<file path="config.mk">
export PLATFORM = sky130hd
export DESIGN_NAME = midi_output_merger
export DESIGN_NICKNAME = d
export VERILOG_FILES = /design/src/hdl/mom_pkg.sv /design/src/hdl/mom_out_skid.sv /design/src/hdl/midi_output_merger.sv
export SDC_FILE = /design/constraint.sdc
export NUM_CORES = 1
export LEC_CHECK = 0
export BUFFER_PORTS_ARGS = -buffer_cell sky130_fd_sc_hd__buf_2
export CORE_MARGIN = 4
export CORE_UTILIZATION = 60
export CTS_BUF_LIST = sky130_fd_sc_hd__clkbuf_16
export DETAILED_ROUTE_END_ITERATION = 10
export MAX_ROUTING_LAYER = met4
export PLACE_DENSITY_LB_ADDON = 0.12
export SYNTH_ARGS = -nofsm -noshare
export SYNTH_HDL_FRONTEND = slang
export SYNTH_SLANG_ARGS = --single-unit
</file>
<file path="constraint.sdc">
create_clock -name aclk -period 4.8 [get_ports aclk]
set_input_delay 0.24 -clock aclk [delete_from_list [all_inputs] [get_ports aclk]]
set_output_delay 0.24 -clock aclk [all_outputs]
set_load 0.05 [all_outputs]
</file>
<file path="src/hdl/mom_pkg.sv">
`default_nettype none

package mom_pkg;

    // Upper nibble of a status byte
    localparam logic [3:0] ST_NOTE_OFF    = 4'h8;
    localparam logic [3:0] ST_NOTE_ON     = 4'h9;
    localparam logic [3:0] ST_POLY_PRESS  = 4'hA;
    localparam logic [3:0] ST_CONTROL     = 4'hB;
    localparam logic [3:0] ST_PROGRAM     = 4'hC;
    localparam logic [3:0] ST_CHAN_PRESS  = 4'hD;
    localparam logic [3:0] ST_PITCH_BEND  = 4'hE;
    localparam logic [3:0] ST_SYSTEM      = 4'hF;

    // System bytes
    localparam logic [7:0] SYS_EX_START   = 8'hF0;
    localparam logic [7:0] MTC_QUARTER    = 8'hF1;
    localparam logic [7:0] SONG_POSITION  = 8'hF2;
    localparam logic [7:0] SONG_SELECT    = 8'hF3;
    localparam logic [7:0] SYS_EX_END     = 8'hF7;
    localparam logic [7:0] TIMING_CLOCK   = 8'hF8;
    localparam logic [7:0] ACTIVE_SENSING = 8'hFE;

    typedef struct packed {
        logic       tx_valid;
        logic [7:0] tx_byte;
        logic       pop_valid;
        logic [1:0] pop_source;
        logic       activity;
    } result_t;

    typedef struct packed {
        logic       in_sysex;
        logic [1:0] data_left;
    } track_t;

    // Message bookkeeping after a byte has gone out
    function automatic track_t track_sent(input track_t st, input logic [7:0] b);
        track_t r;
        r = st;
        case (b[7:4])
            ST_NOTE_OFF, ST_NOTE_ON, ST_POLY_PRESS, ST_CONTROL, ST_PITCH_BEND: begin
                r.data_left = 2'd2;
            end
            ST_PROGRAM, ST_CHAN_PRESS: begin
                r.data_left = 2'd1;
            end
            ST_SYSTEM: begin
                case (b)
                    SYS_EX_START: begin
                        r.in_sysex  = 1'b1;
                        r.data_left = 2'd0;
                    end
                    SYS_EX_END: begin
                        r.in_sysex = 1'b0;
                    end
                    TIMING_CLOCK: begin
                        r = st;
                    end
                    MTC_QUARTER, SONG_SELECT: begin
                        r.data_left = 2'd1;
                    end
                    SONG_POSITION: begin
                        r.data_left = 2'd2;
                    end
                    default: begin
                        r.data_left = 2'd0;
                    end
                endcase
            end
            default: begin
                if (r.data_left != 2'd0) begin
                    r.data_left = r.data_left - 2'd1;
                end
            end
        endcase
        return r;
    endfunction

endpackage

`default_nettype wire

</file>
<file path="src/hdl/mom_out_skid.sv">
`default_nettype none

module mom_out_skid (
    input  wire logic             aclk,
    input  wire logic             aresetn,
    input  wire logic             in_load,
    input  wire mom_pkg::result_t in_data,
    output logic                  in_ready,
    output logic                  out_valid,
    input  wire logic             out_ready,
    output mom_pkg::result_t      out_data
);
    import mom_pkg::*;

    logic    main_valid_reg, main_valid_next;
    logic    skid_valid_reg, skid_valid_next;
    result_t main_data_reg, main_data_next;
    result_t skid_data_reg, skid_data_next;

    assign in_ready  = !skid_valid_reg;
    assign out_valid = main_valid_reg;
    assign out_data  = main_data_reg;

    always_comb begin
        main_valid_next = main_valid_reg;
        skid_valid_next = skid_valid_reg;
        main_data_next  = main_data_reg;
        skid_data_next  = skid_data_reg;
        if (out_ready || !main_valid_reg) begin
            if (skid_valid_reg) begin
                // drain the skid stage first
                main_valid_next = 1'b1;
                main_data_next  = skid_data_reg;
                skid_valid_next = 1'b0;
            end else begin
                main_valid_next = in_load;
                main_data_next  = in_data;
            end
        end else if (in_load) begin
            // hold the new item beside the stalled one
            skid_valid_next = 1'b1;
            skid_data_next  = in_data;
        end
    end

    always_ff @(posedge aclk) begin
        if (!aresetn) begin
            main_valid_reg <= 1'b0;
            skid_valid_reg <= 1'b0;
        end else begin
            main_valid_reg <= main_valid_next;
            skid_valid_reg <= skid_valid_next;
        end
        main_data_reg <= main_data_next;
        skid_data_reg <= skid_data_next;
    end

endmodule

`default_nettype wire

</file>
<file path="src/hdl/midi_output_merger.sv">
`default_nettype none

// MIDI output merger: each item is one poll of the source queue heads and the
// transmitter's ready flag, and gives exactly one result (byte sent, queue
// popped, activity). One item is taken every cycle while s_ready is high; its
// result is registered onto the m_ channel. The per-item work is a single
// combinational pass over the merger state, and a two-entry output buffer
// keeps s_ready high while one result waits on m_ready. The block stays on a
// source until its message is complete, expands running status by inserting
// the source's last status byte before a bare data byte, and moves round-robin
// over NUM_SOURCES sources; sources beyond the four input lanes read as empty.
module midi_output_merger #(
    parameter int NUM_SOURCES = 4
) (
    input  wire logic       aclk,
    input  wire logic       aresetn,
    input  wire logic       s_valid,
    output logic            s_ready,
    input  wire logic [3:0] s_head_valid_mask,
    input  wire logic [7:0] s_head_byte_0,
    input  wire logic [7:0] s_head_byte_1,
    input  wire logic [7:0] s_head_byte_2,
    input  wire logic [7:0] s_head_byte_3,
    input  wire logic       s_tx_ready,
    output logic            m_valid,
    input  wire logic       m_ready,
    output logic            m_tx_valid,
    output logic [7:0]      m_tx_byte,
    output logic            m_pop_valid,
    output logic [1:0]      m_pop_source,
    output logic            m_activity
);
    import mom_pkg::*;

    localparam int SRC_W = (NUM_SOURCES > 2) ? $clog2(NUM_SOURCES) : 1;

    logic [SRC_W-1:0] active_source_reg, active_source_next;
    logic [7:0]       last_status_reg [NUM_SOURCES];
    logic [7:0]       last_status_next [NUM_SOURCES];
    track_t           track_reg, track_next;
    logic [7:0]       held_data_reg, held_data_next;
    logic             held_valid_reg, held_valid_next;
    logic [7:0]       current_byte_reg, current_byte_next;
    logic             waiting_reg, waiting_next;

    logic       accept;
    logic [7:0] lane_byte [4];
    logic       have_head;
    logic [7:0] head;
    logic       msg_idle;
    logic       try_send;
    logic [7:0] send_byte;
    result_t    res;
    result_t    out_data;

    assign accept = s_valid && s_ready;

    assign lane_byte[0] = s_head_byte_0;
    assign lane_byte[1] = s_head_byte_1;
    assign lane_byte[2] = s_head_byte_2;
    assign lane_byte[3] = s_head_byte_3;

    always_comb begin
        have_head = 1'b0;
        head      = 8'h00;
        if (32'(active_source_reg) < 32'd4) begin
            have_head = s_head_valid_mask[2'(active_source_reg)];
            head      = lane_byte[2'(active_source_reg)];
        end
    end

    assign msg_idle = !track_reg.in_sysex && (track_reg.data_left == 2'd0);

    always_comb begin
        active_source_next = active_source_reg;
        last_status_next   = last_status_reg;
        track_next         = track_reg;
        held_data_next     = held_data_reg;
        held_valid_next    = held_valid_reg;
        current_byte_next  = current_byte_reg;
        waiting_next       = waiting_reg;
        try_send           = 1'b0;
        send_byte          = current_byte_reg;
        res                = '0;

        if (waiting_reg) begin
            try_send = 1'b1;
        end else if (held_valid_reg) begin
            send_byte       = held_data_reg;
            held_valid_next = 1'b0;
            try_send        = 1'b1;
        end else if (have_head) begin
            res.pop_valid  = 1'b1;
            res.pop_source = 2'(active_source_reg);
            if (!head[7] && msg_idle) begin
                // bare data byte: insert the running status first
                held_data_next  = head;
                held_valid_next = 1'b1;
                send_byte       = last_status_reg[active_source_reg];
            end else begin
                if (head[7] && head != TIMING_CLOCK) begin
                    last_status_next[active_source_reg] = head;
                end
                send_byte = head;
            end
            try_send = 1'b1;
        end else if (msg_idle) begin
            if (active_source_reg == SRC_W'(NUM_SOURCES - 1)) begin
                active_source_next = '0;
            end else begin
                active_source_next = active_source_reg + 1'b1;
            end
        end

        if (try_send) begin
            current_byte_next = send_byte;
            if (s_tx_ready) begin
                res.tx_valid = 1'b1;
                res.tx_byte  = send_byte;
                res.activity = (send_byte != TIMING_CLOCK) && (send_byte != ACTIVE_SENSING);
                track_next   = track_sent(track_reg, send_byte);
                waiting_next = 1'b0;
            end else begin
                waiting_next = 1'b1;
            end
        end
    end

    always_ff @(posedge aclk) begin
        if (!aresetn) begin
            active_source_reg <= '0;
            for (int i = 0; i < NUM_SOURCES; i++) begin
                last_status_reg[i] <= 8'h00;
            end
            track_reg        <= '0;
            held_data_reg    <= 8'h00;
            held_valid_reg   <= 1'b0;
            current_byte_reg <= 8'h00;
            waiting_reg      <= 1'b0;
        end else if (accept) begin
            active_source_reg <= active_source_next;
            last_status_reg   <= last_status_next;
            track_reg         <= track_next;
            held_data_reg     <= held_data_next;
            held_valid_reg    <= held_valid_next;
            current_byte_reg  <= current_byte_next;
            waiting_reg       <= waiting_next;
        end
    end

    mom_out_skid u_out (
        .aclk      (aclk),
        .aresetn   (aresetn),
        .in_load   (accept),
        .in_data   (res),
        .in_ready  (s_ready),
        .out_valid (m_valid),
        .out_ready (m_ready),
        .out_data  (out_data)
    );

    assign m_tx_valid   = out_data.tx_valid;
    assign m_tx_byte    = out_data.tx_byte;
    assign m_pop_valid  = out_data.pop_valid;
    assign m_pop_source = out_data.pop_source;
    assign m_activity   = out_data.activity;

endmodule

`default_nettype wire
</file>
---- After elaboration in Yosys (flattened, before gate mapping) ----
Index checks and enable logic that the tools add are counted.
Widths: inputs -> output; s select.
word-level totals
  register bits ........................... 83
  bits in latches ......................... 0
  memory bits (writable) .................. 0
  memory bits (read-only) ................. 0
  input port bits ......................... 41
  output and inout port bits .............. 15
  word-level logic and storage cells ...... 118
  memories kept ........................... 0
operators by class
  add/sub/neg operators ................... 2
  multipliers ............................. 0
  div/mod/pow operators ................... 0
  magnitude comparators ................... 3
  equal/unequal tests ..................... 19
  shift operators ......................... 0
  multiplexer cells ....................... 36
  bitwise logic cells ..................... 7
  reduce and logical (&&, ||, !) cells .... 28
operator list
  operator            count
  $mux 8              9
  $eq 8x8->1 const B  6
  $bmux 8 s2          2
  $bwmux 32           1
  $eq 4x4->1 const B  8
  $ne 8x8->1 const B  3
  $reduce_and 5->1    4
  $mux 9              2
  $demux 8 s2         1
  $mux 13             1
  $pmux 2 s3          2
  $mux 1              11
  $mux 3              3
  $reduce_or 2->1     4
  $logic_and 1x1->1   6
  $not 1->1           6
  $reduce_and 2->1    3
  $reduce_and 6->1    1
  $reduce_or 5->1     1
  $logic_not 1->1     4
  $mux 2              2
  $reduce_bool 2->1   2
  $reduce_bool 4->1   1
  $ge 3x3->1 const B  1
  11 further kinds    11

---- Longest topological paths before layout ----
Gate-level depths: netlist of run 1.
  depth after elaboration ................. 15
  depth in mapped cells ................... 11
  mapped depth without buffers ............ 10

---- Cells and area by module ----
From an unflattened synthesis of run 1, not the netlist that was laid out.
second synthesis, totals
  cell total of the unflattened synthesis .. 356
  area total of the unflattened synthesis .. 4008.8 um2
by module, submodules not included
  module              times used  cells an instance  area an instance (um2)  seq. area each (um2)
  midi_output_merger  1           306                2939.1                  1101.1
  mom_out_skid        1           50                 1069.8                  820.8

---- Worst setup path before layout of run 1 ----
OpenSTA, ideal clock, no wires.
  path type ............................... flip-flop to flip-flop
  start ................................... reg active_source_reg[0]
  end ..................................... reg track_reg[1] (netlist name)
  arrival time ............................ 2694 ps
  setup slack ............................. 1990 ps
  stages on the path, launching flop included .. 9
  clock period less this slack ............ 2810 ps
  cells stage by stage .................... dfxtp_1 > mux4_2 > nor2_4 > mux2_2 > a222oi_1 > nor4_2 > o21ai_2 > a211oi_1 > a41o_1
on the way
  longest elaborated chain between the ends .. 14
ends and longest elaborated chain
  what                                            line                                                source
  start: declaration                              midi_output_merger.sv:37                            logic [SRC_W-1:0] active_source_reg, active_source_next;
  start signal: assignment                        midi_output_merger.sv:141                           active_source_reg <= active_source_next;
  $not 2->3 (not written as such)                 midi_output_merger.sv:68, midi_output_merger.sv:99
  $bmux 8 s2                                      midi_output_merger.sv:68                            head = lane_byte[2'(active_source_reg)];
  $mux 8 (not written as such) (2 in a row)       midi_output_merger.sv:68
  $logic_not 1->1                                 midi_output_merger.sv:95                            if (!head[7] && msg_idle) begin
  $logic_and 1x1->1                               midi_output_merger.sv:95
  $mux 8                                          midi_output_merger.sv:95
  $mux 8                                          midi_output_merger.sv:92                            end else if (have_head) begin
  $mux 8                                          midi_output_merger.sv:88                            end else if (held_valid_reg) begin
  $mux 8                                          midi_output_merger.sv:86                            if (waiting_reg) begin
  $eq 8x8->1 or $eq 4x4->1 (tied branches)        mom_pkg.sv:49, mom_pkg.sv:41
  $reduce_or 2->1, or another cell as far along   mom_pkg.sv:49                                       case (b)
  $pmux 2 s3, or another cell as far along        mom_pkg.sv:49
  $pmux 2 s3 or $reduce_and 5->1 (tied branches)  --
  end signal: assignment                          midi_output_merger.sv:143                           track_reg <= track_next;
  end: declaration                                midi_output_merger.sv:40                            track_t track_reg, track_next;
Several ways; a longest one is shown, not always the timed one. The select of a mux whose other input is x is not followed.
A chain may end at the register's enable or synchronous reset.

---- Worst setup path after layout of run 1 ----
Same ends and word-level chain as after synthesis.

==> results of run 1 <==
## cell type report
cell class                 instances  share of cell area
timing repair buffer              59             0.06722
multi-input combinational        234              0.4105
inverter                          13             0.01074
clock buffer                      10             0.05510
tap                               77             0.02121
sequential                        83              0.4231
clock inverter                     6             0.01212
## logic make-up after synthesis
group,synth area share
mux,0.2201
xor+xnor,0.002230
fa+ha+maj,0.01592
buf+inv,0.03630
flops,0.4892
compound gates,0.09937
simple gates,0.1369
## worst min-delay path by stage
| stage | startpoint | cells after the start | end |
|---|---|---|---|
| 3_5_place_dp | last_status_reg[23]$_SDFFE_PN0P_ | 2 | last_status_reg[23]$_SDFFE_PN0P_ |
| 4_1_cts | s_valid | 3 | u_out.out_valid$_SDFFE_PN0P_ |
| 6_report | s_valid | 3 | u_out.out_valid$_SDFFE_PN0P_ |
| 5_1_grt | s_valid | 3 | u_out.out_valid$_SDFFE_PN0P_ |
| 3_3_place_gp | last_status_reg[7]$_SDFFE_PN0P_ | 2 | last_status_reg[7]$_SDFFE_PN0P_ |
| 2_1_floorplan | aresetn | 1 | current_byte_reg[7]$_SDFFE_PN0P_ |
## tightest hold or removal path: stages
cell and delay (ps):
buf_2 110, nor2_1 60, a21oi_1 120
## metrics by stage
stage | power (mW) | area (sq um) | setup WS [ps] | hold slack, ps | util
detailed placement | 1.163 | 4237 | 1327 | 443.0 | 0.6672
CTS | 1.854 | 4542 | 1288 | 236.0 | 0.7153
finish | 1.845 | 4542 | 1256 | 235.2 | 0.7153
floorplan | 1.077 | 3929 | 1990 | 361.7 | -
global route | 1.918 | 4542 | 1055 | 272.8 | 0.7153
global placement | 1.157 | 4237 | 1453 | 433.0 | 0.6672
## power by group through the flow
| stage | clock network [mW] | logic [mW] | registers (mW) |
|---|---|---|---|
| after global placement | 0 | 0.355 | 0.802 |
| after global routing | 0.733 | 0.393 | 0.793 |
| after CTS | 0.702 | 0.363 | 0.788 |
| after floorplan | 0 | 0.224 | 0.852 |
| final | 0.695 | 0.362 | 0.788 |
| after detailed placement | 0 | 0.360 | 0.803 |
## synth_stat cells, types with 2 or more instances
| library cell | n | area share |
|---|---|---|
| dfxtp_1 | 57 | 0.29 |
| nor2_1 | 55 | 0.053 |
| mux2i_1 | 38 | 0.097 |
| edfxtp_1 | 26 | 0.20 |
| nand2_1 | 22 | 0.021 |
| clkbuf_1 | 14 | 0.013 |
| inv_1 | 12 | 0.011 |
| mux4_2 | 11 | 0.063 |
| a21oi_1 | 10 | 0.013 |
| o31ai_1 | 9 | 0.017 |
| mux2_2 | 7 | 0.020 |
| nor2b_1 | 7 | 0.011 |
| a211oi_1 | 6 | 0.011 |
| mux4_1 | 6 | 0.040 |
| o21ai_0 | 6 | 0.0076 |
| a222oi_1 | 5 | 0.013 |
| ha_1 | 5 | 0.016 |
| nand2b_1 | 5 | 0.0080 |
| nor3_1 | 4 | 0.0051 |
| and2_1 | 3 | 0.0048 |
| buf_2 | 3 | 0.0038 |
| nand3_1 | 3 | 0.0038 |
| a221oi_1 | 2 | 0.0045 |
| and3_1 | 2 | 0.0032 |
| buf_4 | 2 | 0.0038 |
| nor4b_1 | 2 | 0.0045 |
| o21a_1 | 2 | 0.0038 |
| o21ai_1 | 2 | 0.0025 |
## layer usage
layer	wire length [um]	vias up	part of all wire	global-route usage
li1	-	1386	-	-
met1	3724	1385	0.43	0.2795
met2	4290	87	0.50	0.4143
met3	443	15	0.051	0.03502
met4	191	0	0.022	0.1030
met5	0	-	0	-
==> reports/summary.txt, run 1 <==
Hold Buf Count CTS -> 0
Vias -> 2873
Fin crit period -> 3544 ps
Commonest non-fill, non-tap cell in the layout -> dfxtp_1
Hold crit path type -> in -> reg
Rows -> 29
CTS clk-pin slew, worst paths -> 60 ps
CP endpoint -> track_reg[1]$_SDFFE_PN0P_
Final Cycle Share -> 0.7383
Slew @ Worst Pin -> 1225 ps
Maximum vdd drop -> 258.2 uV
Terminus of the critical flop-to-flop path -> track_reg[1]$_SDFFE_PN0P_
Synth Warn # -> 0
Dpl cells -> 466
RSZ-0062 raised after global routing -> no
Core region area -> 6350 sq um
CP startpoint -> active_source_reg[0]$_SDFFE_PN0P_
IO Pins -> 56
Via density -> 5.961
Clock buffer depth -> 2
Combinational share of power -> 0.196
Worst path slowest cell -> a222oi_1
Final Hold Viols -> 0
Die area -> 7907 sq um
Startpoint types -> flop
Setup slack, reg-to-reg -> 1260 ps
Layout Nets -> 446
Global router's overall resource usage -> 0.2404
Post-Synthesis Cell Area -> 3929 sq um
Top Family by Delay on Critical Path -> compound AO/OA/AOI/OAI gates
Die X -> 88.92 um
Yosys reg bits -> 83
Initial antenna violation count -> 0
Starting DRT DRC Count -> 204
Buf/Inv on CP -> 1
Num CTS Buffers -> 9
# fillers -> 478
# H-tree levels -> 3
Layout Area Growth over Synthesis -> 15.61%
Register area -> 1922 sq um
Post-DP HPWL -> 6.011 mm
Critical setup path kind -> reg -> reg
Gpl congestion -> 0.8160
Flop pwr share -> 0.427
Critical Path RT -> 5030 ps
Max-cap viol count -> 0
Synth Net Count -> 396
Die H -> 88.92 um
DRC -> 0
Clock share of power -> 0.376
First-pass GRT wire length -> 13.91 mm
Root buffer cell -> clkbuf_16
Sw Pwr -> 0.5202 mW
Wirelength per Cell -> 17.95 um
Share of cells above drive strength 1 -> 0.2420
Multi-input gate area -> 1864 sq um
Commonest non-fill, non-tap cells in the layout -> dfxtp_1 (57), nor2_1 (55), buf_2 (55)
Power Internal -> 1.325 mW
CP endpoint kind -> flop
Highest Clock Rate -> 282.2 MHz
Worst reg2reg path startpoint -> active_source_reg[0]$_SDFFE_PN0P_
PortBufs -> 55
Starting density of the core -> 0.6187
Resized cells post-CTS -> 0
Leak -> 1.949 nW
Register area share after synthesis -> 0.4892
Max-slew violation count -> 0
Max FFs per register -> 32
Postcts setup bufs -> 0
Pwr Density -> 406.2 nW/um^2
Gr ovfl total -> 0
Vias in the first global route -> 2850
Post-synth ARST share -> 0
Syn Inst Count -> 350
Post-synth EDFFs -> 26
Crit-path cells -> buf_4, mux4_2, mux2_2, a222oi_1, nor4b_1, o21ai_2, a211oi_1, a41o_1
Final setup violation count -> 0
Largest net degree at the start of global routing -> 51
Worst EP arrival -> 3770 ps
Worst R2R Path Depth -> 8
Status -> finished, final reports clean
Clk sinks -> 83
Commonest register cell after synthesis -> dfxtp_1
N_diodes -> 0
CP max FO -> 21
Max transition margin -> 0.1805
Instance count on the critical path -> 8
CTS tree -> done
TNS Setup -> 0 ps
Final wirelength -> 8.650 mm
Worst skew pair latency -> 330 ps
Worst path max stage delay -> 950 ps
Yosys cell types -> 52
Avg Cell Area, Syn -> 11.23 sq um
Layout Skew -> 7.294 ps
Sw frac -> 0.2820
Drt pass-1 iters -> 4
Post-Layout Cell Count -> 482
DRT antenna net count -> 0
(Power assumes the default switching activity.)
==> run 2, diff against run 1 <==
--- a/config.mk
+++ b/config.mk
@@ -7,7 +7,7 @@
 export LEC_CHECK = 0
 export BUFFER_PORTS_ARGS = -buffer_cell sky130_fd_sc_hd__buf_2
 export CORE_MARGIN = 4
-export CORE_UTILIZATION = 60
+export CORE_UTILIZATION = 57
 export CTS_BUF_LIST = sky130_fd_sc_hd__clkbuf_16
 export DETAILED_ROUTE_END_ITERATION = 10
 export MAX_ROUTING_LAYER = met4
==> constraint.sdc (replaced) <==
create_clock -name aclk -period 3.3 [get_ports aclk]
set_input_delay 0.165 -clock aclk [delete_from_list [all_inputs] [get_ports aclk]]
set_output_delay 0.165 -clock aclk [all_outputs]
set_load 0.05 [all_outputs]
==> reports/summary.txt, run 2 (synthesized netlist as in run 1, its figures left out) <==
Status -> finished, final reports clean
Starting density of the core -> 0.6015 (-0.01719)
Worst EP arrival -> 3150 ps (-620 ps)
N_diodes -> 0 (unchanged)
Maximum vdd drop -> 325.1 uV (+26%)
Layout Nets -> 459 (+2.9%)
Hold Buf Count CTS -> 0 (unchanged)
Gr ovfl total -> 0 (unchanged)
Clock buffer depth -> 2 (unchanged)
Max transition margin -> 0.4660 (+0.2855)
Largest net degree at the start of global routing -> 35 (-31%)
Worst reg2reg path startpoint -> active_source_reg[0]$_SDFFE_PN0P_
Instance count on the critical path -> 8 (unchanged)
Via density -> 5.990 (+0.49%)
CTS clk-pin slew, worst paths -> 60 ps (about the same)
CP endpoint kind -> flop
Pwr Density -> 577.3 nW/um^2 (+42%)
Max FFs per register -> 32 (unchanged)
Layout Skew -> 4.925 ps (-2.369 ps)
Terminus of the critical flop-to-flop path -> u_out.out_data[0]$_DFFE_PP_
Worst R2R Path Depth -> 8 (unchanged)
Starting DRT DRC Count -> 199 (-2.5%)
Die X -> 91.02 um (+2.4%)
IO Pins -> 56 (unchanged)
Commonest non-fill, non-tap cell in the layout -> dfxtp_1
Final wirelength -> 8.602 mm (-0.55%)
Final Hold Viols -> 0 (unchanged)
Final setup violation count -> 0 (unchanged)
Crit-path cells -> buf_4, mux4_2, mux2_2, a222oi_1, buf_4, xor2_1, a41oi_2, mux2_2
Rows -> 29 (unchanged)
CP startpoint -> active_source_reg[0]$_SDFFE_PN0P_
Post-DP HPWL -> 6.036 mm (+0.41%)
Vias in the first global route -> 2881 (+1.1%)
Commonest non-fill, non-tap cells in the layout -> dfxtp_1 (57), nor2_1 (55), buf_2 (55)
Area after DPL -> 4334 sq um (+2.3%)
Root buffer cell -> clkbuf_16
CTS tree -> done
CP endpoint -> u_out.out_data[0]$_DFFE_PP_
Num CTS Buffers -> 9 (unchanged)
Hold crit path type -> in -> reg
Highest Clock Rate -> 325.6 MHz (+15%)
Final Cycle Share -> 0.9308 (+0.1925)
CP max FO -> 20 (-4.8%)
Gpl congestion -> 0.7846 (-3.8%)
First-pass GRT wire length -> 14.23 mm (+2.3%)
Total power -> 2.670 mW (+45%)
# fillers -> 487 (+1.9%)
Drt pass-1 iters -> 6 (+2)
# H-tree levels -> 3 (unchanged)
TNS Setup -> 0 ps (unchanged)
Worst path slowest cell -> mux4_2
Critical Path RT -> 3380 ps (-1650 ps)
Die H -> 91.02 um (+2.4%)
Slew @ Worst Pin -> 799.8 ps (-424.8 ps)
Startpoint types -> flop
Vias -> 2965 (+3.2%)
Buf/Inv on CP -> 2 (+1)
Setup slack, reg-to-reg -> 230 ps (-1030 ps)
Global router's overall resource usage -> 0.2197 (-0.02071)
Max-cap viol count -> 0 (unchanged)
Core region area -> 6531 sq um (+2.9%)
Layout Area Growth over Synthesis -> 17.74%
Wirelength per Cell -> 17.38 um (-3.2%)
DRC -> 0 (unchanged)
Leak -> 1.995 nW (+2.4%)
Critical setup path kind -> reg -> reg
Clk sinks -> 83 (unchanged)
Post-route cell area -> 4626 sq um (+1.8%)
Worst skew pair latency -> 330 ps (about the same)
Worst path max stage delay -> 630 ps (-320 ps)
Initial antenna violation count -> 0 (unchanged)
Die area -> 8285 sq um (+4.8%)
Top Family by Delay on Critical Path -> multiplexers
Share of cells above drive strength 1 -> 0.2703 (+0.02836)
RSZ-0062 raised after global routing -> no
PortBufs -> 55 (unchanged)
Fin crit period -> 3072 ps (-472.3 ps)
DRT antenna net count -> 0 (unchanged)
Max-slew violation count -> 0 (unchanged)
==> run 2: per-stage QoR <==
stage          setup slack (ps)  hold WS [ps]  utilization  instances
2_1_floorplan             490.1         286.7            -        350
3_5_place_dp              229.5         437.3       0.6636        479
5_1_grt                   3.323         180.4       0.7082        495
6_report                  228.4         152.2       0.7082        495
3_3_place_gp              305.6         428.3       0.6636        479
4_1_cts                   226.6         141.3       0.7073        495
==> run 2: routing by layer <==
metal | vias to the layer above | track usage | routed length (um)
met2 | 81 | 0.3433 | 4047
met4 | 0 | 0.06407 | 106
li1 | 1415 | - | -
met3 | 11 | 0.03388 | 432
met1 | 1458 | 0.2984 | 4016
met5 | - | - | 0
==> run 2: how the worst min path moves through the flow <==
stage | startpoint | to | slack [ps] | cells after the start
after detailed placement | last_status_reg[15]$_SDFFE_PN0P_ | last_status_reg[15]$_SDFFE_PN0P_ | 440 | 2
final | s_valid | u_out.out_valid$_SDFFE_PN0P_ | 150 | 3
after floorplan | aresetn | current_byte_reg[7]$_SDFFE_PN0P_ | 290 | 1
after CTS | s_valid | u_out.out_valid$_SDFFE_PN0P_ | 140 | 3
after global routing | s_valid | u_out.skid_valid_reg$_SDFFE_PP0P_ | 180 | 3
after global placement | last_status_reg[23]$_SDFFE_PN0P_ | last_status_reg[23]$_SDFFE_PN0P_ | 430 | 2
==> run 2: power by group <==
group	leakage, nW	total (mW)	internal (mW)	switching (mW)
registers	0.733	1.15	1.12	0.0290
clock network	0.144	0.958	0.576	0.382
logic	1.12	0.566	0.216	0.350
total	1.99	2.67	1.91	0.761
==> run 2: final cells by class <==
cell class	count	area [sq um]	area share
multi-input cells	234	1871	0.4044
well taps	77	96.34	0.02083
flip-flops and latches	83	1922	0.4155
clock buffers	9	225.2	0.04869
clock inverters	7	60.06	0.01298
inverters	13	48.80	0.01055
repair buffers	72	402.9	0.08710
==> run 2: tightest hold or removal path: stages <==
cell	delay (ps)
buf_2	100
nor2_1	50
a21oi_1	120
==> run 2: repair_timing <==
item,4_1_cts,5_1_grt
endpoints found under the setup margin,0,1
setup buffers,0,0
gates resized for setup,0,1
==> run 3, diff against run 2 <==
--- a/config.mk
+++ b/config.mk
@@ -12,6 +12,7 @@
 export DETAILED_ROUTE_END_ITERATION = 10
 export MAX_ROUTING_LAYER = met4
 export PLACE_DENSITY_LB_ADDON = 0.12
+export RECOVER_POWER = 50
 export SYNTH_ARGS = -nofsm -noshare
 export SYNTH_HDL_FRONTEND = slang
 export SYNTH_SLANG_ARGS = --single-unit
==> reports/summary.txt, run 3 (synthesized netlist as in run 1, its figures left out) <==
N_diodes -> 0 (unchanged)
TNS Setup -> 0 ps (unchanged)
Hold crit path type -> in -> reg
Starting density of the core -> 0.6015 (unchanged)
CP startpoint -> active_source_reg[0]$_SDFFE_PN0P_
Final setup violation count -> 0 (unchanged)
Max transition margin -> 0.4611 (-0.004971)
Drt pass-1 iters -> 6 (unchanged)
Num CTS Buffers -> 9 (unchanged)
Pwr Density -> 579.2 nW/um^2 (+0.33%)
Leak -> 1.939 nW (-2.8%)
Starting DRT DRC Count -> 200 (+0.50%)
Worst EP arrival -> 3140 ps (about the same)
Startpoint types -> flop
PortBufs -> 55 (unchanged)
Die area -> 8285 sq um (unchanged)
Setup slack, reg-to-reg -> 230 ps (about the same)
Core region area -> 6531 sq um (unchanged)
Worst setup margin -> 232.6 ps (+4.234 ps)
CTS tree -> done
Post-DP HPWL -> 6.036 mm (unchanged)
Worst reg2reg path startpoint -> active_source_reg[0]$_SDFFE_PN0P_
Max-slew violation count -> 0 (unchanged)
Layout Area Growth over Synthesis -> 17.10%
Die X -> 91.02 um (unchanged)
Layout Skew -> 4.968 ps (+0.04346 ps)
Maximum vdd drop -> 324.9 uV (about the same)
Slew @ Worst Pin -> 807.3 ps (+7.446 ps)
Max FFs per register -> 32 (unchanged)
Critical setup path kind -> reg -> reg
Via density -> 6.006 (+0.27%)
WHS Path Cells -> 3 (unchanged)
Clock buffer depth -> 2 (unchanged)
Global router's overall resource usage -> 0.2197 (unchanged)
Fin crit period -> 3067 ps (-4.234 ps)
Share of cells above drive strength 1 -> 0.2273 (-0.04306)
Place WS -> 229.5 ps (unchanged)
Wirelength per Cell -> 17.51 um (+0.74%)
Commonest non-fill, non-tap cells in the layout -> dfxtp_1 (57), nor2_1 (55), buf_2 (40)
CP endpoint kind -> flop
# H-tree levels -> 3 (unchanged)
Highest Clock Rate -> 326.0 MHz (+0.14%)
Die H -> 91.02 um (unchanged)
Hold_sp -> s_valid
Root buffer cell -> clkbuf_16
RSZ-0062 raised after global routing -> no
Final wirelength -> 8.666 mm (+0.74%)
CP max FO -> 20 (unchanged)
First-pass GRT wire length -> 14.23 mm (unchanged)
Vias in the first global route -> 2881 (unchanged)
Worst R2R Path Depth -> 8 (unchanged)
CTS clk-pin slew, worst paths -> 60 ps (about the same)
Final Cycle Share -> 0.9295 (-0.001283)
IO Pins -> 56 (unchanged)
Gr ovfl total -> 0 (unchanged)
Postcts setup bufs -> 0 (unchanged)
Initial antenna violation count -> 0 (unchanged)
Hold Buf Count CTS -> 0 (unchanged)
Status -> finished, final reports clean
Terminus of the critical flop-to-flop path -> u_out.out_data[0]$_DFFE_PP_
Hold worst-path end -> u_out.out_valid$_SDFFE_PN0P_
Layout Nets -> 459 (unchanged)
Rows -> 29 (unchanged)
Clk sinks -> 83 (unchanged)
Final Hold Viols -> 0 (unchanged)
Gpl congestion -> 0.7846 (unchanged)
DRC -> 0 (unchanged)
Vias -> 2973 (+0.27%)
Worst skew pair latency -> 330 ps (about the same)
Critical Path RT -> 3380 ps (about the same)
Commonest non-fill, non-tap cell in the layout -> dfxtp_1
Max-cap viol count -> 0 (unchanged)
DRT antenna net count -> 0 (unchanged)
Largest net degree at the start of global routing -> 35 (unchanged)
-- run 3: cell count changes in the layout (fill, tap and decap cells not counted), sizes merged --
cell,change
buf,-16
clkbuf,+16
-- run 3: routing by layer --
metal,share of wire,GRT usage,routed length (um)
met1,0.47,0.2984,4108
met2,0.47,0.3433,4034
met3,0.048,0.03388,417
met4,0.012,0.06407,106
met5,0,-,0
-- run 3: through the flow --
stage / cell area, sq um / util / hold slack (ps) / std cells / power (mW)
6_report: 4601 / 0.7044 / 155.6 / 495 / 2.665
5_1_grt: 4601 / 0.7044 / 180.4 / 495 / 2.779
4_1_cts: 4619 / 0.7073 / 141.3 / 495 / 2.679
3_5_place_dp: 4334 / 0.6636 / 437.3 / 479 / 1.728
3_3_place_gp: 4334 / 0.6636 / 428.3 / 479 / 1.720
2_1_floorplan: 3929 / - / 286.7 / 350 / 1.566
-- run 3: repair_timing --
action	in CTS	in global routing
endpoints found under the hold margin	0	0
resized for setup	0	1
setup endpoints to repair	0	1
-- run 3: worst max path at each step --
stage | endpoint | slack [ps] | cells after the start
floorplan | track_reg[1]$_SDFFE_PN0P_ | 490 | 8
global placement | u_out.out_data[0]$_DFFE_PP_ | 310 | 8
detailed placement | u_out.out_data[0]$_DFFE_PP_ | 230 | 8
CTS | u_out.out_data[0]$_DFFE_PP_ | 230 | 8
global route | u_out.out_data[0]$_DFFE_PP_ | 3 | 8
finish | u_out.out_data[0]$_DFFE_PP_ | 230 | 8
-- run 3: worst max-delay path, stage by stage, from the launching register on --
cell      delay (ps)
dfxtp_1          390
buf_4            330
mux4_2           630
mux2_2           290
a222oi_1         310
buf_4            230
xor2_1           180
a41oi_2          160
mux2_2           300
-- run 3: layout make-up --
| type | instances | area [sq um] |
|---|---|---|
| Clock buffer | 9 | 225.2 |
| Clock inverter | 7 | 60.06 |
| Fill cell | 500 | 1931 |
| Inverter | 13 | 48.80 |
| Multi-Input combinational cell | 234 | 1868 |
| Sequential cell | 83 | 1922 |
| Tap cell | 77 | 96.34 |
| Timing Repair Buffer | 72 | 380.4 |
-- run 3: power by group --
part | switching (mW) | internal [mW]
Combinational | 0.351 | 0.209
Sequential | 0.0300 | 1.12
Clock | 0.382 | 0.576
Total | 0.762 | 1.90
